[src/rtl/coem_pkg.sv]
package coem_pkg;

	localparam int LABELS     = 4;
	localparam int LANES      = 4;
	localparam int MAX_DEGREE = 4096;

	localparam int WEIGHT_W  = 16;
	localparam int PROB_W    = 16;
	localparam int KEEP_W    = 17;
	localparam int Q16_FRAC  = 16;

	localparam logic [PROB_W-1:0] ONE_Q15    = 16'd32768;
	localparam logic [KEEP_W-1:0] ONE_Q16    = 17'd65536;
	localparam logic [KEEP_W-1:0] KEEP_RESET = 17'd9830;

	localparam longint unsigned W_LIMIT_VAL = longint'(MAX_DEGREE) * 65535;

	localparam int WT_W   = $clog2(W_LIMIT_VAL + 1);
	localparam int PROD_W = WEIGHT_W + PROB_W;
	localparam int SUM_W  = WT_W + PROB_W - 1;
	localparam int Q_W    = 17;
	localparam int DEN_W  = WT_W + Q_W - 1;
	localparam int STEP_W = $clog2(Q_W);
	localparam int MIX_W  = KEEP_W + PROB_W + 1;

	localparam logic [WT_W-1:0]  W_LIMIT = WT_W'(W_LIMIT_VAL);
	localparam logic [SUM_W-1:0] S_LIMIT = SUM_W'(W_LIMIT_VAL * 32768);

	typedef struct packed {
		logic [WEIGHT_W-1:0] edge_weight;
		logic [PROB_W-1:0]   nbr_prob_0;
		logic [PROB_W-1:0]   nbr_prob_1;
		logic [PROB_W-1:0]   nbr_prob_2;
		logic [PROB_W-1:0]   nbr_prob_3;
		logic                last_edge;
		logic                is_seed;
		logic [PROB_W-1:0]   own_prob_0;
		logic [PROB_W-1:0]   own_prob_1;
		logic [PROB_W-1:0]   own_prob_2;
		logic [PROB_W-1:0]   own_prob_3;
	} coem_in_t;

	typedef struct packed {
		logic [PROB_W-1:0] new_prob_0;
		logic [PROB_W-1:0] new_prob_1;
		logic [PROB_W-1:0] new_prob_2;
		logic [PROB_W-1:0] new_prob_3;
		logic              left_unchanged;
	} coem_out_t;

	typedef enum logic [1:0] {
		ST_ACC,
		ST_DIV,
		ST_MUL,
		ST_OUT
	} coem_state_t;

	typedef struct packed {
		logic acc;
		logic last;
		logic div_step;
		logic mul;
	} coem_lane_ctl_t;

	function automatic logic [PROB_W-1:0] clamp_prob(input logic [PROB_W-1:0] p);
		return (p > ONE_Q15) ? ONE_Q15 : p;
	endfunction

endpackage

[src/rtl/coem_lane.sv]
module coem_lane (
	input  logic                           clk,
	input  logic                           arst_n,
	input  logic                           in_fire,
	input  logic [coem_pkg::WEIGHT_W-1:0]  weight,
	input  logic [coem_pkg::PROB_W-1:0]    nbr_prob,
	input  logic [coem_pkg::PROB_W-1:0]    own_prob,
	input  logic [coem_pkg::KEEP_W-1:0]    keep,
	input  coem_pkg::coem_lane_ctl_t       ctl,
	input  logic [coem_pkg::DEN_W-1:0]     dsh,
	output logic [coem_pkg::PROB_W-1:0]    mix,
	output logic [coem_pkg::PROB_W-1:0]    own
);
	import coem_pkg::*;

	logic [PROD_W-1:0]        prod_s1;
	logic [PROB_W-1:0]        own_s1;
	logic [SUM_W-1:0]         sum_q;
	logic [SUM_W-1:0]         rem_q;
	logic [Q_W-1:0]           quo_q;
	logic [KEEP_W+PROB_W-1:0] pa_q;
	logic [KEEP_W+PROB_W-1:0] pb_q;
	logic [SUM_W:0]           sum_wide;
	logic [SUM_W-1:0]         sum_next;
	logic                     ge;
	logic [PROB_W-1:0]        avg;
	logic [KEEP_W-1:0]        keep_inv;
	logic [MIX_W-1:0]         mix_sum;

	always_ff @(posedge clk) begin
		if (in_fire) begin
			prod_s1 <= PROD_W'(weight * clamp_prob(nbr_prob));
			own_s1  <= clamp_prob(own_prob);
		end
	end

	always_comb begin
		sum_wide = (SUM_W+1)'(sum_q) + (SUM_W+1)'(prod_s1);
		sum_next = (sum_wide > (SUM_W+1)'(S_LIMIT)) ? S_LIMIT : sum_wide[SUM_W-1:0];
	end

	always_ff @(posedge clk or negedge arst_n) begin
		if (!arst_n) begin
			sum_q <= '0;
		end else if (ctl.acc) begin
			sum_q <= ctl.last ? '0 : sum_next;
		end
	end

	// Restoring division, one quotient bit per step, divisor pre-shifted by the controller.
	assign ge = {{(DEN_W-SUM_W){1'b0}}, rem_q} >= dsh;

	always_ff @(posedge clk) begin
		if (ctl.acc && ctl.last) begin
			rem_q <= sum_next;
		end else if (ctl.div_step) begin
			if (ge) begin
				rem_q <= rem_q - dsh[SUM_W-1:0];
			end
			quo_q <= {quo_q[Q_W-2:0], ge};
		end
	end

	always_comb begin
		avg      = (quo_q[Q_W-1] || (quo_q[PROB_W-1:0] > ONE_Q15)) ? ONE_Q15 : quo_q[PROB_W-1:0];
		keep_inv = ONE_Q16 - keep;
	end

	always_ff @(posedge clk) begin
		if (ctl.mul) begin
			pa_q <= (KEEP_W+PROB_W)'(keep * own_s1);
			pb_q <= (KEEP_W+PROB_W)'(keep_inv * avg);
		end
	end

	always_comb begin
		mix_sum = MIX_W'(pa_q) + MIX_W'(pb_q);
		mix     = mix_sum[Q16_FRAC+PROB_W-1:Q16_FRAC];
		own     = own_s1;
	end

endmodule

[config.mk]
export PLATFORM = sky130hd
export DESIGN_NAME = coem_lane
export DESIGN_NICKNAME = d
export VERILOG_FILES = /design/src/rtl/coem_pkg.sv /design/src/rtl/coem_lane.sv
export SDC_FILE = /design/constraint.sdc
export NUM_CORES = 2
export LEC_CHECK = 0
export ABC_AREA = 1
export ABC_CLOCK_PERIOD_IN_PS = 10630
export BUFFER_PORTS_ARGS = -buffer_cell sky130_fd_sc_hd__buf_2
export CAP_MARGIN = 20
export CORE_UTILIZATION = 34
export CTS_CLUSTER_DIAMETER = 50
export DETAILED_ROUTE_END_ITERATION = 6
export PLACE_DENSITY = 0.55
export SYNTH_ARGS = -nofsm -noshare
export SYNTH_HDL_FRONTEND = slang
export SYNTH_SLANG_ARGS = --single-unit
[constraint.sdc]
create_clock -name clk -period 10.63 [get_ports clk]
set_input_delay 0.5315 -clock clk [delete_from_list [all_inputs] [get_ports clk]]
set_output_delay 0.5315 -clock clk [all_outputs]
set_load 0.005 [all_outputs]
==> flow_metrics.tcl <==
set metrics [dict create \
    cts_buffer_depth 3 \
    hold_viol_final 0 \
    grtUsageTotal_pct 19.8 \
    flow.area_growth_from_synthesis_pct 8.74 \
    ctsHoldBuffers 1 \
    worstSetupPathType "register to register" \
    final_nets 6606 \
    synth_top_flop_cell "edfxtp_1" \
    fin_setup_tns_ns 0 \
    drive_above_1_share_pct 5.53 \
    cts-resized-gates 0 \
    p_sw_mw 7.15 \
    synth-async-reset-ratio_pct 20.0 \
    cts.sink_count 215 \
    pin_count 148 \
    via_per_inst 4.83 \
    ant_nets 0 \
    nFillCells 13000 \
    cts_root_buf "clkbuf_16" \
    rsz0062_at_grt "false" \
    wirelength_microns 120000 \
    tritoncts "yes" \
    finalSetupViolCount 0 \
    start_util_pct 34.3 \
    fmax_mhz 119 \
    ys_ff_latch 215 \
    fin_crit_ns 8.43 \
    power_frac_seq_pct 13.4 \
    most-common-layout-cells "nand2_1, inv_1, fa_1" \
    violations "DRC" \
    arrival_ns 8.73 \
    hold_class "input pin to register" \
    antenna_found_initial 0 \
    grt_pass1_wl_microns 196000 \
    syn_area_per_cell_sq_um 7.71 \
    gr-total-overflow 0 \
    tightest_slew_ns 1.01 \
    p_total_mw 13.1 \
    p_leak_nw 24.2 \
    clk_latency_ns 0.59 \
    final_common_cell "nand2_1" \
    maxCapViolCount 0 \
    power.density_nw_per_um2 288 \
    dp_hpwl_microns 98300 \
    syn_nets 6547 \
    vias 34400 \
    remaining_drc_errors 3 \
    dr.pass1.iters 7 \
    critPathMaxFanout 15 \
    intPower_mw 5.93 \
    crit_path_end_kind "register" \
    drt_iter0_drc 2216 \
    path_clk_slew_ns 0.06 \
    combPwrFrac_pct 77.2 \
    cts_buffers 37 \
    die_area_sq_um 124000 \
    antennaDiodeCount 0 \
    core.rowCount 128 \
    slew_headroom_pct 32.5 \
    grt_start_max_net_pins 71 \
    fin_skew_ns 0.0295 \
    synth_area_sq_um 41700 \
    io_buffer_count 147 \
    setup.worst_path.start_class "register" \
    place_congestion 0.928 \
    core_area_sq_um 122000 \
    max-vdd-ir-drop_v 0.000497 \
    finalCritPeriodShare_pct 79.3 \
    critPathRequiredTime_ns 10.93 \
    dieHeight_microns 352 \
    cts_max_level 2 \
    status "complete, but fails checks" \
    wl_per_cell_microns 16.9 \
    r2r_slack_ns 2.20 \
    clockPowerShare_pct 9.4 \
    slew_viol_final 0 \
    post_cts_buffers 0 \
    synth_cell_types 52 \
    swShare_pct 54.7 \
    die_w_microns 352 \
    synth-edff-count 172 \
    seq_area_frac_synth_pct 15.0 \
    grt_pass1_vias 36100 \
    syn_inst 5409 \
    yosys_warnings 0 \
]
## sequential cells by signal, summed over array words and instances (netlist names)
register and count:
pb_q 32, own 16, sum_q 43, pa_q 32, rem_q 43, quo_q 17, prod_s1 32
## critical path: stages (launching register included)
cell	delay (ns)
edfxtp_1	0.37
nor2_1	0.58
clkinv_1	0.55
nand2_1	0.48
nand2_1	0.52
inv_1	0.33
nand2_1	0.12
fa_1	0.63
fa_1	0.43
inv_1	0.07
ha_1	0.14
inv_1	0.06
fa_1	0.47
inv_1	0.04
ha_1	0.28
fa_1	0.44
ha_1	0.37
nand2_1	0.09
inv_1	0.04
a21oi_1	0.21
o21ai_0	0.19
a21boi_0	0.66
o21ai_0	0.38
a21boi_0	0.36
o21ai_0	0.15
xor2_1	0.17
## layout make-up
class / instances / area [sq um] / share of cell area (%)
timing repair buffer: 174 / 966 / 2.13
tap: 1625 / 2030 / 4.48
clock inverter: 24 / 269 / 0.593
sequential: 215 / 6240 / 13.8
multi-input combinational: 3761 / 30000 / 66.2
inverter: 1279 / 4800 / 10.6
clock buffer: 42 / 997 / 2.20
## worst paths after layout
check / end / depth (start not counted) / startpoint
min in group asynchronous: sum_q[0] / 2 / arst_n
worst max register to register: pb_q[22] / 25 / quo_q[15]
max in group asynchronous: sum_q[39] / 3 / arst_n
worst min register to register: quo_q[16] / 0 / quo_q[15]
worst min-delay path: own[15] / 1 / own_prob[15]
worst max-delay path: pb_q[22] / 25 / quo_q[15]
## layer usage
layer | GRT usage, % | vias to the layer above | share of wire (%)
li1 | - | 16500 | -
met1 | 27.7 | 16800 | 47
met2 | 31.7 | 908 | 45
met4 | 5.97 | 0 | 3.0
met5 | 0 | - | 0
met3 | 2.51 | 175 | 5.3
## through the flow
stage / utilization, % / std cells / hold slack, ns / instance area, sq um / worst slack, ns
final: 37.2 / 7120 / 0.147 / 45300 / 2.20
after global routing: 37.2 / 7120 / 0.132 / 45300 / 1.67
after CTS: 37.2 / 7118 / 0.116 / 45300 / 2.31
after detailed placement: 36.2 / 7051 / 0.433 / 44000 / 1.90
after global placement: 36.2 / 7050 / 0.433 / 44000 / 2.07
after floorplan: - / 5409 / 0.236 / 41700 / 3.20
## logic make-up after synthesis
kind of cell,share of synthesized area (%)
adder cells (fa/ha/maj),41.7
buffers and inverters,13.0
AO/OA/AOI/OAI,6.01
XOR/XNOR,3.25
flip-flops,15.0
AND/OR/NAND/NOR,21.1
## Yosys cell counts (12+ instances only)
| master | count | share of area, % |
|---|---|---|
| a21boi_0 | 12 | 0.22 |
| a21oi_1 | 211 | 2.5 |
| a31oi_1 | 23 | 0.35 |
| buf_1 | 16 | 0.14 |
| clkbuf_1 | 118 | 1.1 |
| clkinv_1 | 14 | 0.13 |
| dfrtp_1 | 43 | 2.6 |
| edfxtp_1 | 172 | 12 |
| fa_1 | 610 | 29 |
| ha_1 | 412 | 12 |
| inv_1 | 1258 | 11 |
| nand2_1 | 1364 | 12 |
| nand3_1 | 104 | 1.2 |
| nand3_2 | 18 | 0.43 |
| nand4_1 | 95 | 1.4 |
| nor2_1 | 460 | 4.1 |
| nor3_1 | 27 | 0.32 |
| nor4_1 | 21 | 0.32 |
| o21a_1 | 18 | 0.32 |
| o21ai_0 | 110 | 1.3 |
| o21bai_1 | 23 | 0.41 |
| or2_2 | 17 | 0.26 |
| xnor2_1 | 55 | 1.2 |
| xor2_1 | 96 | 2.0 |
## power groups by stage
stage,registers (mW),logic [mW],clock network [mW]
after floorplan,1.64,7.17,0
final,1.75,10.1,1.24
after global placement,1.76,9.98,0
after detailed placement,1.76,10.0,0
after global routing,1.78,11.5,1.30
after CTS,1.75,10.1,1.27
(Power assumes the default switching activity.)
