**src/rtl/coem_pkg.sv**
```systemverilog
package coem_pkg;

	localparam int LABELS     = 4;
	localparam int LANES      = 4;
	localparam int MAX_DEGREE = 4096;

	localparam int WEIGHT_W  = 16;
	localparam int PROB_W    = 16;
	localparam int KEEP_W    = 17;
	localparam int Q16_FRAC  = 16;

	localparam logic [PROB_W-1:0] ONE_Q15    = 16'd32768;
	localparam logic [KEEP_W-1:0] ONE_Q16    = 17'd65536;
	localparam logic [KEEP_W-1:0] KEEP_RESET = 17'd9830;

	localparam longint unsigned W_LIMIT_VAL = longint'(MAX_DEGREE) * 65535;

	localparam int WT_W   = $clog2(W_LIMIT_VAL + 1);
	localparam int PROD_W = WEIGHT_W + PROB_W;
	localparam int SUM_W  = WT_W + PROB_W - 1;
	localparam int Q_W    = 17;
	localparam int DEN_W  = WT_W + Q_W - 1;
	localparam int STEP_W = $clog2(Q_W);
	localparam int MIX_W  = KEEP_W + PROB_W + 1;

	localparam logic [WT_W-1:0]  W_LIMIT = WT_W'(W_LIMIT_VAL);
	localparam logic [SUM_W-1:0] S_LIMIT = SUM_W'(W_LIMIT_VAL * 32768);

	typedef struct packed {
		logic [WEIGHT_W-1:0] edge_weight;
		logic [PROB_W-1:0]   nbr_prob_0;
		logic [PROB_W-1:0]   nbr_prob_1;
		logic [PROB_W-1:0]   nbr_prob_2;
		logic [PROB_W-1:0]   nbr_prob_3;
		logic                last_edge;
		logic                is_seed;
		logic [PROB_W-1:0]   own_prob_0;
		logic [PROB_W-1:0]   own_prob_1;
		logic [PROB_W-1:0]   own_prob_2;
		logic [PROB_W-1:0]   own_prob_3;
	} coem_in_t;

	typedef struct packed {
		logic [PROB_W-1:0] new_prob_0;
		logic [PROB_W-1:0] new_prob_1;
		logic [PROB_W-1:0] new_prob_2;
		logic [PROB_W-1:0] new_prob_3;
		logic              left_unchanged;
	} coem_out_t;

	typedef enum logic [1:0] {
		ST_ACC,
		ST_DIV,
		ST_MUL,
		ST_OUT
	} coem_state_t;

	typedef struct packed {
		logic acc;
		logic last;
		logic div_step;
		logic mul;
	} coem_lane_ctl_t;

	function automatic logic [PROB_W-1:0] clamp_prob(input logic [PROB_W-1:0] p);
		return (p > ONE_Q15) ? ONE_Q15 : p;
	endfunction

endpackage

```
**src/rtl/coem_merge.sv**
```systemverilog
module coem_merge (
	input  logic                                           clk,
	input  logic                                           arst_n,
	input  logic                                           load,
	input  logic                                           pass,
	input  logic [coem_pkg::LANES-1:0][coem_pkg::PROB_W-1:0] mix,
	input  logic [coem_pkg::LANES-1:0][coem_pkg::PROB_W-1:0] own,
	input  logic                                           out_ready,
	output logic                                           out_valid,
	output coem_pkg::coem_out_t                            out_data,
	output logic                                           out_free
);
	import coem_pkg::*;

	logic                           valid_q;
	coem_out_t                      data_q;
	logic [LANES-1:0][PROB_W-1:0]   pick;

	always_comb begin
		for (int i = 0; i < LANES; i++) begin
			pick[i] = pass ? own[i] : mix[i];
		end
	end

	always_ff @(posedge clk or negedge arst_n) begin
		if (!arst_n) begin
			valid_q <= 1'b0;
		end else if (load) begin
			valid_q <= 1'b1;
		end else if (out_ready) begin
			valid_q <= 1'b0;
		end
	end

	always_ff @(posedge clk) begin
		if (load) begin
			data_q.new_prob_0     <= pick[0];
			data_q.new_prob_1     <= pick[1];
			data_q.new_prob_2     <= pick[2];
			data_q.new_prob_3     <= pick[3];
			data_q.left_unchanged <= pass;
		end
	end

	assign out_valid = valid_q;
	assign out_data  = data_q;
	assign out_free  = ~valid_q | out_ready;

endmodule

```
**config.mk**
```make
export PLATFORM = sky130hd
export DESIGN_NAME = coem_merge
export DESIGN_NICKNAME = d
export VERILOG_FILES = /design/src/rtl/coem_pkg.sv /design/src/rtl/coem_merge.sv
export SDC_FILE = /design/constraint.sdc
export NUM_CORES = 1
export LEC_CHECK = 0
export BUFFER_PORTS_ARGS = -buffer_cell sky130_fd_sc_hd__buf_2
export CAP_MARGIN = 20
export CORE_AREA = 2 2 86 88
export CTS_CLUSTER_SIZE = 24
export DETAILED_ROUTE_END_ITERATION = 6
export DIE_AREA = 0 0 88 90
export HOLD_SLACK_MARGIN = 0.12
export PLACE_DENSITY = 0.83
export SETUP_SLACK_MARGIN = 0.02
export SLEW_MARGIN = 20
export SYNTH_ARGS = -nofsm -noshare
export SYNTH_HDL_FRONTEND = slang
export SYNTH_SLANG_ARGS = --single-unit
```
**constraint.sdc**
```tcl
create_clock -name clk -period 1.7 [get_ports clk]
set_input_delay 0.255 -clock clk [delete_from_list [all_inputs] [get_ports clk]]
set_output_delay 0.255 -clock clk [all_outputs]
set_load 0.03 [all_outputs]
```
==> flow_metrics.env, run 1 <==
export IMPL_crit_slowest_cell="sky130_fd_sc_hd__dfrtp_1"
export IMPL_hold_path_class="in2reg"
export IMPL_setup_violations_final=0
export IMPL_final_wtd_congestion=0.7717
export IMPL_final_max_slew_violation_count=0
export IMPL_crit_chain="nand2b_1 > buf_2"
export IMPL_cts_sink_count=66
export IMPL_overflow=0
export IMPL_worst_pin_slew_ns=0.3650
export IMPL_post_dp_cell_area_um2=4140
export IMPL_synth_enable_flop_cells=65
export IMPL_tritoncts_num_buffers=9
export IMPL_reg2regPathDepth=2
export IMPL_routed_wl_um=7074
export IMPL_netlist_area_um2=3067
export IMPL_clk_network_pwr_share_pct=27.2
export IMPL_cts_root_buffer_cell="sky130_fd_sc_hd__clkbuf_8"
export IMPL_preCtsSetupSlack_ns=0.3131
export IMPL_grt_first_pass_wirelength_um=10600
export IMPL_cellPowerDensity_nw_per_um2=925.2
export IMPL_reg2reg_setup_slack_ns=1.05
export IMPL_core_area_um2=7020
export IMPL_cts_repair_timing_setup_buffer_count=0
export IMPL_max_freq_mhz=788.7
export IMPL_max_cap_violations=0
export IMPL_ios=200
export IMPL_pwr_share_seq_pct=50.2
export IMPL_grt_antenna_before_repair=0
export IMPL_worstPathMaxFanout=2
export IMPL_cellInternalPower_mw=2.875
export IMPL_floorplan_initialDensity_pct=43.68
export IMPL_fp_dieArea_um2=7920
export IMPL_holdWs_ns=0.2005
export IMPL_netSwitchingPower_mw=1.107
export IMPL_clock_latency_ns=0.33
export IMPL_cp_num_buf_inv=1
export IMPL_insertedDiodeCount=0
export IMPL_route_detailed_wl_per_inst_um=15.62
export IMPL_post_route_util_pct=61.31
export IMPL_skew_ns=0
export IMPL_detailroute_via_count=2065
export IMPL_fin_crit_sh_pct=74.58
export IMPL_worst_path_dominant_cell_family="flip-flops"
export IMPL_most_frequent_cells_after_synthesis="65 x sky130_fd_sc_hd__edfxtp_1, 60 x sky130_fd_sc_hd__mux2_4, 6 x sky130_fd_sc_hd__buf_12"
export IMPL_worst_hold_path_endpoint="out_valid"
export IMPL_hold_violations=0
export IMPL_finish_net_count=482
export IMPL_grt_setup_unrepaired="false"
export IMPL_ys_async_sr_fraction_pct=1.515
export IMPL_grt_start_max_net_pins=39
export IMPL_hold_path_cell_count=3
export IMPL_power_switching_share_pct=27.80
export IMPL_clkTransAtPathRegs_ns=0.07
export IMPL_critPathMaxStageDelay_ns=0.39
export IMPL_vias_in_the_first_global_route=2232
export IMPL_drc=0
export IMPL_detailed_place_hpwl_um=5536
export IMPL_category_of_the_critical_setup_timing_path="reg2out"
export IMPL_outcome="finished clean"
export IMPL_post_route_cells_drive_above_1_share_pct=79.38
export IMPL_synth_most_common_cell="sky130_fd_sc_hd__edfxtp_1"
export IMPL_worstReg2RegStart="out_valid"
export IMPL_num_rows=31
export IMPL_drt_first_pass_iters=4
export IMPL_synth_cell_types=7
export IMPL_timing_max_slew_rel_slack_pct=75.66
export IMPL_r2r_end="out_valid"
export IMPL_critical_path_endpoint_type="output pin"
export IMPL_static_leakage_power_nw=2.072
export IMPL_placement_io_buffers=199
export IMPL_cts_max_path_buffers=2
export IMPL_synthFlopType="sky130_fd_sc_hd__edfxtp_1"
export IMPL_synthesis_area_per_instance_um2=22.06
export IMPL_final_critical_path_setup_slack_ns=0.4321
export IMPL_tritoncts="done"
export IMPL_yosysSeqAreaShare_pct=64.46
export IMPL_synth_top_area_share_pct=63.65
export IMPL_grt_util_all_layers_pct=18.10
export IMPL_cp_start_kind="flop"
export IMPL_die_h_um=90
export IMPL_min_from="out_ready"
export IMPL_synthCells=139
export IMPL_htree_num_levels=3
export IMPL_ant_nets=0
export IMPL_comb_power_share_pct=22.7
export IMPL_vdd_drop_max_mv=0.5319
export IMPL_timing_final_crit_period_ns=1.268
export IMPL_synthTopCellsByArea="sky130_fd_sc_hd__edfxtp_1 64%, sky130_fd_sc_hd__mux2_4 29%, sky130_fd_sc_hd__buf_12 3.9%, sky130_fd_sc_hd__mux2_2 1.5%, sky130_fd_sc_hd__dfrtp_1 0.82%"
export IMPL_stdcell_area_um2=4304
export IMPL_route_detailed_vias_per_inst=4.558
export IMPL_setup_tns_ns=0
export IMPL_area_growth_syn_to_layout_pct=40.35
export IMPL_drtIter0Drc=60
export IMPL_critPathArrivalTime_ns=1.01
export IMPL_synth_warnings=0
export IMPL_worst_endpoint_required_ns=1.44
export IMPL_syn_nets=272
export IMPL_yosys_area_top_type="sky130_fd_sc_hd__edfxtp_1"
export IMPL_fillers=552
export IMPL_synth_seq_cells=66
export IMPL_die_width_um=88
worst max path at each step:
stage,cells after the start,slack (ns),startpoint,to
2_1_floorplan,3,0.58,pass,out_data[10]
3_3_place_gp,3,0.33,pass,out_data[20]
3_5_place_dp,3,0.31,pass,out_data[22]
4_1_cts,2,0.42,out_valid,out_free
5_1_grt,2,0.41,out_valid,out_free
6_report,2,0.43,out_valid,out_free
metrics by stage:
step | cells | power, mW
final | 453 | 3.982
after global routing | 453 | 4.147
after CTS | 453 | 4.014
after detailed placement | 436 | 2.943
after global placement | 436 | 2.916
after floorplan | 139 | 2.607
placed cells by master (no fill, tap or decap):
master / synthesis / final
sky130_fd_sc_hd__buf_12: 6 / 3
sky130_fd_sc_hd__buf_2: 0 / 198
sky130_fd_sc_hd__buf_4: 0 / 4
sky130_fd_sc_hd__clkbuf_1: 0 / 3
sky130_fd_sc_hd__clkbuf_8: 0 / 9
sky130_fd_sc_hd__clkinv_1: 0 / 1
sky130_fd_sc_hd__clkinv_2: 0 / 3
sky130_fd_sc_hd__dfrtp_1: 1 / 1
sky130_fd_sc_hd__dlygate4sd3_1: 0 / 1
sky130_fd_sc_hd__edfxtp_1: 65 / 65
sky130_fd_sc_hd__mux2_2: 4 / 4
sky130_fd_sc_hd__mux2_4: 60 / 60
sky130_fd_sc_hd__nand2b_1: 2 / 2
registers in the layout, indices dropped and copies added (netlist names):
register   cells
out_data      65
out_valid      1
cell families (layout without fill, tap and decap cells):
family	count (synthesis)	count (layout)	share of synthesized area, %
buffers and inverters	7	222	4.284
and+or+nand+nor	2	2	0.4079
DFF	66	66	64.46
muxes	64	64	30.84
routing by layer:
metal,routed length (um),up-vias,GRT usage [%]
met1,2379,970,18.20
li1,-,965,-
met5,0,-,0
met4,176,0,8.205
met2,3835,114,32.20
met3,681,16,6.887
final cells by class:
type	instances	area (um^2)	share of cell area [%]
clock buffer	12	135.1	3.140
clock inverter	4	18.77	0.4360
multi-input combinational	66	958.4	22.27
sequential	66	1977	45.93
tap	99	123.9	2.878
timing repair buffer	206	1091	25.35
what timing repair did:
item	CTS	global route
endpoints found under the hold margin	1	0
gates resized for setup	0	0
hold buffers	1	0
worst reg2reg max path, delay by kind of cell, from the launching register on:
family | cells | cell delay, ns
flops | 1 | 0.39
simple gates | 2 | 0.16
power by group through the flow:
stage	sequential (mW)	clock (mW)	combinational, mW
after floorplan	2.34	0	0.263
after global placement	2.03	0	0.889
after detailed placement	2.03	0	0.909
after CTS	2.00	1.10	0.913
after global routing	2.01	1.18	0.951
final	2.00	1.08	0.903
Note: power is estimated with default switching activity, not from simulation.
==> run 2: changes to the inputs <==
--- a/config.mk
+++ b/config.mk
@@ -7,12 +7,12 @@
 export LEC_CHECK = 0
 export BUFFER_PORTS_ARGS = -buffer_cell sky130_fd_sc_hd__buf_2
 export CAP_MARGIN = 20
-export CORE_AREA = 2 2 86 88
+export CORE_AREA = 2 2 93 95
 export CTS_CLUSTER_SIZE = 24
 export DETAILED_ROUTE_END_ITERATION = 6
-export DIE_AREA = 0 0 88 90
+export DIE_AREA = 0 0 95 97
 export HOLD_SLACK_MARGIN = 0.12
-export PLACE_DENSITY = 0.83
+export PLACE_DENSITY = 0.75
 export SETUP_SLACK_MARGIN = 0.02
 export SLEW_MARGIN = 20
 export SYNTH_ARGS = -nofsm -noshare
==> constraint.sdc (replaced) <==
create_clock -name clk -period 1.13 [get_ports clk]
set_input_delay 0.1695 -clock clk [delete_from_list [all_inputs] [get_ports clk]]
set_output_delay 0.1695 -clock clk [all_outputs]
set_load 0.03 [all_outputs]
==> flow_metrics.env, run 2 (synthesized netlist as in run 1, its figures left out) <==
export IMPL_critical_path_endpoint_type="output pin"
export IMPL_post_layout_nonfiller_instances=496
export IMPL_grt_start_max_net_pins=36
export IMPL_final_max_slew_violation_count=0
export IMPL_detailroute_via_count=2158
export IMPL_hold_violations=0
export IMPL_fp_dieArea_um2=9215
export IMPL_grt_antenna_before_repair=0
export IMPL_grt_first_pass_wirelength_um=10930
export IMPL_die_width_um=95
export IMPL_vias_in_the_first_global_route=2344
export IMPL_drtIter0Drc=65
export IMPL_hold_path_class="in2reg"
export IMPL_routed_wl_um=7313
export IMPL_layout_cells_most_common="sky130_fd_sc_hd__buf_2"
export IMPL_cts_max_path_buffers=2
export IMPL_ant_nets=0
export IMPL_static_leakage_power_nw=2.250
export IMPL_overflow=0
export IMPL_outcome="finished clean"
export IMPL_post_route_cells_drive_above_1_share_pct=74.17
export IMPL_placement_io_buffers=199
export IMPL_post_place_cells=446
export IMPL_cts_root_buffer_cell="sky130_fd_sc_hd__clkbuf_8"
export IMPL_tritoncts="done"
export IMPL_vdd_drop_max_mv=0.9075
export IMPL_route_detailed_vias_per_inst=4.351
export IMPL_largest_register_ffs=65
export IMPL_htree_num_levels=3
export IMPL_cts_sink_count=66
export IMPL_skew_ns=0
export IMPL_drc=0
export IMPL_max_freq_mhz=899.9
export IMPL_critPathArrivalTime_ns=0.94
export IMPL_layout_cells_most_common_list="193 x sky130_fd_sc_hd__buf_2, 65 x sky130_fd_sc_hd__edfxtp_1, 60 x sky130_fd_sc_hd__mux2_4"
export IMPL_fillers=646
export IMPL_num_rows=33
export IMPL_finish_net_count=519
export IMPL_clock_latency_ns=0.32
export IMPL_timing_max_slew_rel_slack_pct=87.25
export IMPL_die_h_um=97
export IMPL_setup_violations_final=0
export IMPL_detailed_place_hpwl_um=5252
export IMPL_drt_first_pass_iters=3
export IMPL_core_area_um2=8134
export IMPL_floorplan_initialDensity_pct=37.70
export IMPL_route_detailed_wl_per_inst_um=14.74
export IMPL_final_wtd_congestion=0.7645
export IMPL_area_growth_syn_to_layout_pct=54.67
export IMPL_grt_util_all_layers_pct=15.66
export IMPL_fin_total_pwr_mw=6.374
export IMPL_fin_crit_sh_pct=98.34
export IMPL_insertedDiodeCount=0
export IMPL_worst_pin_slew_ns=0.1912
export IMPL_cp_start_kind="flop"
export IMPL_clkTransAtPathRegs_ns=0.08
export IMPL_category_of_the_critical_setup_timing_path="reg2out"
export IMPL_tritoncts_num_buffers=9
export IMPL_max_cap_violations=0
export IMPL_cellPowerDensity_nw_per_um2=1344
export IMPL_timing_final_crit_period_ns=1.111
export IMPL_ios=200
export IMPL_grt_setup_unrepaired="true"
export IMPL_worstPathMaxFanout=2
export IMPL_worst_endpoint_required_ns=0.96
## run 2: path summary, 6_finish.rpt
check / start / to / slack (ns) / depth (start not counted)
min in group asynchronous: arst_n / out_valid / 0.15 / 2
hold / removal: mix[56] / out_data[9] / 0.14 / 2
setup / recovery: out_valid / out_free / 0.02 / 2
setup reg to reg: out_valid / out_valid / 0.30 / 4
max in group asynchronous: arst_n / out_valid / 0.88 / 2
hold reg to reg: out_valid / out_valid / 0.76 / 4
## run 2: area by class of cell
type                       instances  area, um^2  area share (%)
clock buffer                       9       123.9           2.611
clock inverter                     7       70.07           1.477
multi-input combinational         66       958.4           20.21
sequential                        66        1977           41.68
tap                              105       131.4           2.770
timing repair buffer             243        1483           31.26
## run 2: layer usage
metal	up-vias	GRT usage, %	share of wire (%)
met5	-	0	0
met4	0	7.023	1.8
met3	12	5.296	9.0
met2	121	28.75	55
met1	986	15.51	34
li1	1039	-	-
## run 2: repair_timing
action / 4_1_cts / 5_1_grt
setup buffers: 1 / 1
hold buffers: 32 / 0
endpoints found under the setup margin: 1 / 5
resized for setup: 2 / 9
endpoints found under the hold margin: 21 / 0
## run 2: where the power goes
group / total, mW / switching [mW] / internal, mW
Sequential: 3.00 / 0.0531 / 2.95
Clock: 1.89 / 0.877 / 1.01
Combinational: 1.48 / 0.787 / 0.697
Total: 6.37 / 1.72 / 4.66
## run 2: stage by stage
| stage | area [um^2] | worst slack, ns | util, % | hold slack (ns) | setup TNS [ns] |
|---|---|---|---|---|---|
| floorplan | 3067 | 0.09484 | - | -0.1261 | 0 |
| global placement | 4190 | 0.004753 | 51.52 | -0.04316 | 0 |
| detailed placement | 4190 | -0.004765 | 51.52 | -0.03868 | -0.007102 |
| CTS | 4718 | -0.0005292 | 58.01 | 0.1202 | -0.0005292 |
| global route | 4743 | -0.03043 | 58.31 | 0.1220 | -0.03043 |
| finish | 4743 | 0.01871 | 58.31 | 0.1368 | 0 |
## run 2: worst max-delay path: stages, from the launching register on
cell,delay (ns)
sky130_fd_sc_hd__dfrtp_1,0.37
sky130_fd_sc_hd__nand2b_1,0.11
sky130_fd_sc_hd__buf_6,0.14
