[src/rtl/coem_pkg.sv]
package coem_pkg;

	localparam int LABELS     = 4;
	localparam int LANES      = 4;
	localparam int MAX_DEGREE = 4096;

	localparam int WEIGHT_W  = 16;
	localparam int PROB_W    = 16;
	localparam int KEEP_W    = 17;
	localparam int Q16_FRAC  = 16;

	localparam logic [PROB_W-1:0] ONE_Q15    = 16'd32768;
	localparam logic [KEEP_W-1:0] ONE_Q16    = 17'd65536;
	localparam logic [KEEP_W-1:0] KEEP_RESET = 17'd9830;

	localparam longint unsigned W_LIMIT_VAL = longint'(MAX_DEGREE) * 65535;

	localparam int WT_W   = $clog2(W_LIMIT_VAL + 1);
	localparam int PROD_W = WEIGHT_W + PROB_W;
	localparam int SUM_W  = WT_W + PROB_W - 1;
	localparam int Q_W    = 17;
	localparam int DEN_W  = WT_W + Q_W - 1;
	localparam int STEP_W = $clog2(Q_W);
	localparam int MIX_W  = KEEP_W + PROB_W + 1;

	localparam logic [WT_W-1:0]  W_LIMIT = WT_W'(W_LIMIT_VAL);
	localparam logic [SUM_W-1:0] S_LIMIT = SUM_W'(W_LIMIT_VAL * 32768);

	typedef struct packed {
		logic [WEIGHT_W-1:0] edge_weight;
		logic [PROB_W-1:0]   nbr_prob_0;
		logic [PROB_W-1:0]   nbr_prob_1;
		logic [PROB_W-1:0]   nbr_prob_2;
		logic [PROB_W-1:0]   nbr_prob_3;
		logic                last_edge;
		logic                is_seed;
		logic [PROB_W-1:0]   own_prob_0;
		logic [PROB_W-1:0]   own_prob_1;
		logic [PROB_W-1:0]   own_prob_2;
		logic [PROB_W-1:0]   own_prob_3;
	} coem_in_t;

	typedef struct packed {
		logic [PROB_W-1:0] new_prob_0;
		logic [PROB_W-1:0] new_prob_1;
		logic [PROB_W-1:0] new_prob_2;
		logic [PROB_W-1:0] new_prob_3;
		logic              left_unchanged;
	} coem_out_t;

	typedef enum logic [1:0] {
		ST_ACC,
		ST_DIV,
		ST_MUL,
		ST_OUT
	} coem_state_t;

	typedef struct packed {
		logic acc;
		logic last;
		logic div_step;
		logic mul;
	} coem_lane_ctl_t;

	function automatic logic [PROB_W-1:0] clamp_prob(input logic [PROB_W-1:0] p);
		return (p > ONE_Q15) ? ONE_Q15 : p;
	endfunction

endpackage

[src/rtl/coem_ctrl.sv]
module coem_ctrl (
	input  logic                           clk,
	input  logic                           arst_n,
	input  logic                           in_fire,
	input  logic                           in_last,
	input  logic                           in_seed,
	input  logic [coem_pkg::WEIGHT_W-1:0]  in_weight,
	input  logic                           out_free,
	output logic                           in_ready,
	output coem_pkg::coem_lane_ctl_t       ctl,
	output logic [coem_pkg::DEN_W-1:0]     dsh,
	output logic                           pass,
	output logic                           load
);
	import coem_pkg::*;

	coem_state_t          state_q;
	coem_state_t          state_next;
	logic                 valid_s1;
	logic                 last_s1;
	logic                 seed_s1;
	logic [WEIGHT_W-1:0]  weight_s1;
	logic [WT_W-1:0]      wt_q;
	logic [WT_W:0]        wt_wide;
	logic [WT_W-1:0]      wt_next;
	logic [DEN_W-1:0]     dsh_q;
	logic [STEP_W-1:0]    step_q;
	logic                 pass_q;
	logic                 close;

	always_ff @(posedge clk or negedge arst_n) begin
		if (!arst_n) begin
			valid_s1 <= 1'b0;
			last_s1  <= 1'b0;
		end else begin
			valid_s1 <= in_fire;
			last_s1  <= in_fire & in_last;
		end
	end

	always_ff @(posedge clk) begin
		if (in_fire) begin
			seed_s1   <= in_seed;
			weight_s1 <= in_weight;
		end
	end

	always_comb begin
		wt_wide = (WT_W+1)'(wt_q) + (WT_W+1)'(weight_s1);
		wt_next = (wt_wide > (WT_W+1)'(W_LIMIT)) ? W_LIMIT : wt_wide[WT_W-1:0];
		close   = valid_s1 & last_s1;
	end

	always_comb begin
		state_next = state_q;
		case (state_q)
			ST_ACC: begin
				if (close) begin
					state_next = ST_DIV;
				end
			end
			ST_DIV: begin
				if (step_q == STEP_W'(Q_W - 1)) begin
					state_next = ST_MUL;
				end
			end
			ST_MUL: begin
				state_next = ST_OUT;
			end
			ST_OUT: begin
				if (out_free) begin
					state_next = ST_ACC;
				end
			end
			default: begin
				state_next = ST_ACC;
			end
		endcase
	end

	always_comb begin
		in_ready     = 1'b0;
		ctl.acc      = valid_s1;
		ctl.last     = last_s1;
		ctl.div_step = 1'b0;
		ctl.mul      = 1'b0;
		load         = 1'b0;
		case (state_q)
			ST_ACC: begin
				in_ready = ~close;
			end
			ST_DIV: begin
				ctl.div_step = 1'b1;
			end
			ST_MUL: begin
				ctl.mul = 1'b1;
			end
			ST_OUT: begin
				load = out_free;
			end
			default: begin
				in_ready = 1'b0;
			end
		endcase
	end

	always_ff @(posedge clk or negedge arst_n) begin
		if (!arst_n) begin
			state_q <= ST_ACC;
			wt_q    <= '0;
			step_q  <= '0;
		end else begin
			state_q <= state_next;
			if (valid_s1) begin
				wt_q <= last_s1 ? '0 : wt_next;
			end
			if (state_q == ST_DIV) begin
				step_q <= step_q + 1'b1;
			end else begin
				step_q <= '0;
			end
		end
	end

	always_ff @(posedge clk) begin
		if (close) begin
			dsh_q  <= {wt_next, {(Q_W-1){1'b0}}};
			pass_q <= seed_s1 || (wt_next == '0);
		end else if (state_q == ST_DIV) begin
			dsh_q <= dsh_q >> 1;
		end
	end

	assign dsh  = dsh_q;
	assign pass = pass_q;

endmodule

[config.mk]
export PLATFORM = sky130hd
export DESIGN_NAME = coem_ctrl
export DESIGN_NICKNAME = d
export VERILOG_FILES = /design/src/rtl/coem_pkg.sv /design/src/rtl/coem_ctrl.sv
export SDC_FILE = /design/constraint.sdc
export NUM_CORES = 1
export LEC_CHECK = 0
export ABC_CLOCK_PERIOD_IN_PS = 3600
export BUFFER_PORTS_ARGS = -buffer_cell sky130_fd_sc_hd__buf_2
export CAP_MARGIN = 20
export CORE_UTILIZATION = 40
export CTS_CLUSTER_SIZE = 20
export DETAILED_ROUTE_END_ITERATION = 8
export PLACE_DENSITY = 0.65
export SKIP_LAST_GASP = 1
export SLEW_MARGIN = 30
export SYNTH_ARGS = -nofsm -noshare
export SYNTH_HDL_FRONTEND = slang
export SYNTH_SLANG_ARGS = --single-unit
[constraint.sdc]
create_clock -name clk -period 3.6 [get_ports clk]
set_clock_uncertainty 0.1 [all_clocks]
set_input_delay 0.36 -clock clk [delete_from_list [all_inputs] [get_ports clk]]
set_output_delay 0.36 -clock clk [all_outputs]
set_load 0.005 [all_outputs]
==> results of run 1 <==
==> what timing repair did <==
item | in CTS | in global routing
hold buffers | 0 | 1
hold endpoints to repair | 0 | 37
endpoints found under the setup margin | 9 | 25
buffers inserted | 0 | 1
pin swaps | 0 | 3
resized for setup | 1 | 4
==> cell families (layout without fill, tap and decap cells) <==
group                      after synthesis  in the layout  share of synthesized area
xor gates and xnor gates                24             24                     0.0395
and+or+nand+nor                        181            181                      0.167
AOI/OAI and AO/OA                      136            136                      0.176
DFF                                     99             99                      0.477
muxes                                   16             16                     0.0291
adders and majority gates               23             23                     0.0536
buffers and inverters                   67            155                     0.0583
==> cell usage after synthesis, types with 9 or more instances <==
cell type | number | area (um^2)
edfxtp_1 | 46 | 1380
nand3_1 | 46 | 230
nor2_1 | 46 | 173
o21ai_0 | 38 | 190
dfrtp_1 | 37 | 926
inv_1 | 36 | 135
nand2_1 | 30 | 113
ha_1 | 22 | 275
a21oi_1 | 21 | 105
dfxtp_1 | 16 | 320
mux2i_1 | 16 | 160
xnor2_1 | 16 | 140
o22ai_1 | 15 | 93.8
clkbuf_1 | 12 | 45.0
o22ai_2 | 12 | 150
and2_1 | 9 | 56.3
o211ai_1 | 9 | 67.6
==> worst max path at each step <==
| stage | startpoint | endpoint | slack (ns) |
|---|---|---|---|
| 2_1_floorplan | weight_s1[0] | dsh[20] | 0.27 |
| 3_3_place_gp | weight_s1[0] | pass | 0.08 |
| 3_5_place_dp | weight_s1[0] | pass | 0.02 |
| 4_1_cts | weight_s1[0] | pass | 0.02 |
| 5_1_grt | weight_s1[12] | dsh[19] | 0.01 |
| 6_report | weight_s1[0] | pass | 0.13 |
==> per-layer routing <==
| layer | part of all wire | routed length [um] | track usage |
|---|---|---|---|
| met5 | 0 | 0 | 0 |
| met4 | 0.014 | 189 | 0.0570 |
| met3 | 0.052 | 713 | 0.0417 |
| met2 | 0.45 | 6270 | 0.315 |
| met1 | 0.48 | 6620 | 0.282 |
==> stage by stage <==
stage | utilization | hold WS (ns) | worst slack (ns) | std cells
final | 0.488 | 0.0778 | 0.131 | 810
after global routing | 0.488 | 0.0690 | 0.0144 | 810
after CTS | 0.486 | 0.0694 | 0.0178 | 808
after detailed placement | 0.460 | 0.383 | 0.0175 | 792
after global placement | 0.460 | 0.370 | 0.0842 | 792
after floorplan | - | -0.0356 | 0.268 | 546
==> worst reg2reg max path, stage by stage (launching register included) <==
cell and delay, ns:
edfxtp_1 0.37, ha_1 0.24, fa_2 0.38, a21o_1 0.20
a21oi_2 0.14, xnor2_1 0.12, or4_1 0.48, or4_4 0.52
nor4_2 0.25, nand4_1 0.17, o31ai_1 0.30
==> state kept, by name, summed over array words and instances, names as in the netlist <==
name	cells
dsh	44
last_s1	1
pass	1
seed_s1	1
state_q	2
step_q	5
valid_s1	1
weight_s1	16
wt_q	28
==> area by class of cell <==
cell class	instances	area share
Timing Repair Buffer	102	0.0950
Clock inverter	5	0.0127
Sequential cell	99	0.403
Inverter	37	0.0213
Tap cell	176	0.0338
Clock buffer	11	0.0390
Multi-Input combinational cell	380	0.395
==> power by group through the flow <==
stage	Sequential (mW)	Combinational, mW	Clock [mW]
after global routing	1.78	2.48	1.14
after floorplan	1.73	1.47	0
final	1.74	2.26	1.08
after CTS	1.74	2.23	1.10
after global placement	1.75	2.17	0
after detailed placement	1.76	2.22	0
==> metrics.txt, run 1 <==
status=completed; peak supply drop=0.000286 V; commonest non-fill, non-tap cells in the layout=buf_2, nand3_1, nor2_1, edfxtp_1; R2R setup slack=0.13 ns; switching pwr=1.97 mW; Synth cell types=67; crit-path leading delay family=simple AND/OR/NAND/NOR gates; MaxCap Viol Count=0; Worst EP arrival=3.54 ns; Num CTS Buffers=9; fmax=288 MHz; Combinational Power Share=0.445; DRT Pass-1 Iters=5; Post-synth ARST share=0.374; residual overflow from global routing=0; CP bufs+invs=0; crit-path max FO=3; Hold WC Path Type=input pin to register; crit-path cells=ha_1, fa_2, a21o_1, a21oi_2, xnor2_1, or4_1, or4_4, nor4_2, nand4_1, o31ai_1; PwrDens=779 nW/um^2; row count=42; Clock Pin Slew Worst Setup and Hold Paths=0.07 ns; CP Launch Type=register; ANT cells=0; DP HPWL=10400 um; initial core utilization=0.413; CTS root buffer=clkbuf_16; sw frac=0.388; vias=4486; DR vias/cell=5.54; total negative slack=0 ns; number of synthesized flops with an enable pin=46; final critical-path share of the clock period=0.964; total die area=14300 um^2; Syn Std Cell Area=5510 um^2; DRT Wirelength=13800 um; register share of total power=0.343; Multi-input gate area=2580 um^2; layout cell share with drive strength beyond 1=0.241; Crit. End Element=register; time the worst path needs with I/O delays and setup=3.47 ns; Clock Latency Late Sink=0.35 ns; die width=119 um; Final ANT Viol Nets=0; Setup-failing EPs final=0; max-slew violation count=0; Hold Crit Endpoint=weight_s1[1]; Core ar.=13300 um^2; Clock power frac=0.212; Pint=3.11 mW; Rel. slew slack=0.466; stages on the worst setup path=10; DP Area=6150 um^2; HP Start=in_weight[1]; CTS tree=yes; Reg area=2630 um^2; WL/cell=17.0 um; IO Count=73; synthesized flop and latch total=99; commonest non-fill, non-tap cell in the layout=buf_2; biggest cell delay along the critical path=0.52 ns; RSZ-0062 raised after global routing=no; worst hold path stage count=1; NumNets Final=674; Post-synth top flop=edfxtp_1; clk sinks=99; Mapped Nets=591; Max Root-Sink Buffers=2; DRC viols=0; H-tree Lvls=3; Avg Inst Size Synth=10.1 um^2; Reg2Reg Depth=10; Starting DRT DRC Count=345; Lkg Pwr=2.72 nW; FILL cells=1226; Seq/Total Area, Yosys=0.477; YS warnings=0; Syn Inst Count=546; Required @ worst endpoint=3.67 ns; measured slew at the worst slew-check pin=0.801 ns; vias in the first global route=4313; first-pass GRT wire length=22400 um; critical path type=register to register; antenna violations before repair=0; R2R Path Start=weight_s1[0]; Port Buffer Count=72; Final Cell Area=6520 um^2; largest net degree at the start of global routing=40; gp weighted congestion=0.920; Die Y=119 um; Power Total=5.08 mW; total track usage=0.201; CP max-delay cell=or4_4; FF-to-FF End=pass; Hold Vio Cnt, Final=0; synth-to-layout area growth=18.3%
No activity file was read; power rests on OpenSTA's default activity.
==> run 2: changes to the inputs <==
--- a/config.mk
+++ b/config.mk
@@ -8,6 +8,7 @@
 export ABC_CLOCK_PERIOD_IN_PS = 3600
 export BUFFER_PORTS_ARGS = -buffer_cell sky130_fd_sc_hd__buf_2
 export CAP_MARGIN = 20
+export CORE_ASPECT_RATIO = 1.4
 export CORE_UTILIZATION = 40
 export CTS_CLUSTER_SIZE = 20
 export DETAILED_ROUTE_END_ITERATION = 8
==> metrics.txt, run 2 (same netlist as run 1, synthesis figures left out) <==
DR vias/cell=5.49 (-0.82%); row count=50 (+19%); die width=101 um (-15%); met1 WL=6000 um (-9.4%); CTS root buffer=clkbuf_16; vias in the first global route=4574 (+6.1%); Hold Vio Cnt, Final=0 (unchanged); Hold WC Path Type=input pin to register; antenna violations before repair=0 (unchanged); NumNets Final=676 (+0.30%); clk sinks=99 (unchanged); Clock power frac=0.201 (-0.011); register share of total power=0.346 (+0.003); crit-path cells=ha_1, fa_2, a21o_1, a21oi_2, xnor2_1, or4_1, or4_4, o41ai_4, nor4_4, buf_12, buf_12, o22ai_2; Power Total=5.02 mW (-1.2%); Starting DRT DRC Count=232 (-33%); Rel. slew slack=0.476 (+0.0103); gp weighted congestion=0.962 (+4.5%); H-tree Lvls=3 (unchanged); residual overflow from global routing=0 (unchanged); CP bufs+invs=2 (+2); synth-to-layout area growth=18.1%; DRC viols=0 (unchanged); Final ANT Viol Nets=0 (unchanged); worst hold path stage count=1 (unchanged); switching pwr=2.00 mW (+1.5%); CP Launch Type=register; total die area=14300 um^2 (about the same); biggest cell delay along the critical path=0.53 ns (about the same); measured slew at the worst slew-check pin=0.786 ns (-0.0155 ns); Hold Worst Slack=0.0763 ns (-0.00154 ns); MaxCap Viol Count=0 (unchanged); Setup-failing EPs final=0 (unchanged); Clock Latency Late Sink=0.35 ns (about the same); DP HPWL=10600 um (+2.3%); WL met2=6930 um (+11%); ANT cells=0 (unchanged); Lkg Pwr=2.71 nW (-0.43%); Core ar.=13400 um^2 (+0.30%); commonest non-fill, non-tap cell in the layout=buf_2; critical path type=register to register; stages on the worst setup path=12 (+2); Reg2Reg Depth=12 (+2); largest net degree at the start of global routing=38 (-5.0%); vias=4493 (+0.16%); RSZ-0062 raised after global routing=no; IO Count=73 (unchanged); routed wl met3=615 um (-14%); crit-path max FO=15 (+12); Num CTS Buffers=9 (unchanged); Required @ worst endpoint=3.77 ns (+0.10 ns); Crit. End Element=register; cell mode on critical path=buf_12; DRT Wirelength=13900 um (+0.83%); Combinational Power Share=0.453 (+0.008); DR top layer=met4; commonest non-fill, non-tap cells in the layout=buf_2, nand3_1, nor2_1, edfxtp_1, o21ai_0; status=completed; time the worst path needs with I/O delays and setup=3.45 ns (-0.0218 ns); FILL cells=1327 (+8.2%); Port Buffer Count=72 (unchanged); layout cell share with drive strength beyond 1=0.247 (+0.00553); total track usage=0.207 (+0.00565); fmax=290 MHz (+0.63%); WL/cell=17.0 um (-0.15%); DRT Pass-1 Iters=5 (unchanged); Pint=3.02 mW (-2.9%); CTS tree=yes; crit-path leading delay family=simple AND/OR/NAND/NOR gates; CP max-delay cell=or4_4; Clock Pin Slew Worst Setup and Hold Paths=0.07 ns (about the same); flip-flop count of the largest register after layout=44 (unchanged); R2R setup slack=0.15 ns (+0.02 ns); max-slew violation count=0 (unchanged); initial core utilization=0.412 (-0.00124); first-pass GRT wire length=22900 um (+2.3%); PwrDens=770 nW/um^2 (-1.1%); final critical-path share of the clock period=0.957 (-0.00606); Max Root-Sink Buffers=2 (unchanged); Worst EP arrival=3.61 ns (+0.07 ns); Die Y=141 um (+18%); sw frac=0.399 (+0.0106); peak supply drop=0.000287 V (+0.51%)
[run 2: cell types whose count changed in the layout (fill, tap and decap cells not counted), sizes merged]
cell,previous run,this run
buf,101,103
bufinv,2,1
clkinv,2,0
clkinvlp,0,3
inv,38,40
clkbuf,11,9
[run 2: area by class of cell]
cell class / instances / area, um^2 / area share
Multi-Input combinational cell: 380 / 2580 / 0.396
Timing Repair Buffer: 104 / 631 / 0.0968
Sequential cell: 99 / 2630 / 0.404
Tap cell: 182 / 228 / 0.0350
Inverter: 37 / 139 / 0.0213
Clock inverter: 7 / 81.3 / 0.0125
Clock buffer: 9 / 225 / 0.0346
[run 2: worst paths after layout]
path	from	endpoint
max in group asynchronous	arst_n	valid_s1
hold reg to reg	dsh[0]	dsh[0]
setup / recovery	weight_s1[0]	wt_q[9]
setup reg to reg	weight_s1[0]	wt_q[9]
hold / removal	in_weight[4]	weight_s1[4]
min in group asynchronous	arst_n	wt_q[26]
[run 2: stage by stage]
step	util	setup WS [ns]	setup TNS [ns]	cells	area (um^2)
global route	0.486	0.0156	0	818	6510
CTS	0.485	0.0180	0	817	6490
finish	0.486	0.153	0	818	6510
floorplan	-	0.268	0	546	5510
detailed placement	0.461	-0.0434	-0.274	801	6180
global placement	0.461	0.0680	0	801	6180
[run 2: layer usage]
| layer | vias to the layer above | global-route usage |
|---|---|---|
| li1 | 2159 | - |
| met1 | 2165 | 0.261 |
| met2 | 140 | 0.345 |
| met3 | 29 | 0.0377 |
| met4 | 0 | 0.0892 |
| met5 | - | 0 |
[run 2: repair_timing]
item / CTS / global route
pin swaps: 0 / 1
hold buffers: 0 / 1
hold endpoints to repair: 0 / 37
gates resized for setup: 2 / 2
buffers inserted: 0 / 0
setup endpoints to repair: 23 / 24
[run 2: power groups by stage]
stage | Sequential [mW] | Combinational, mW | Clock (mW)
finish | 1.74 | 2.27 | 1.01
global route | 1.77 | 2.51 | 1.08
CTS | 1.74 | 2.26 | 1.02
detailed placement | 1.76 | 2.24 | 0
global placement | 1.75 | 2.20 | 0
floorplan | 1.73 | 1.47 | 0
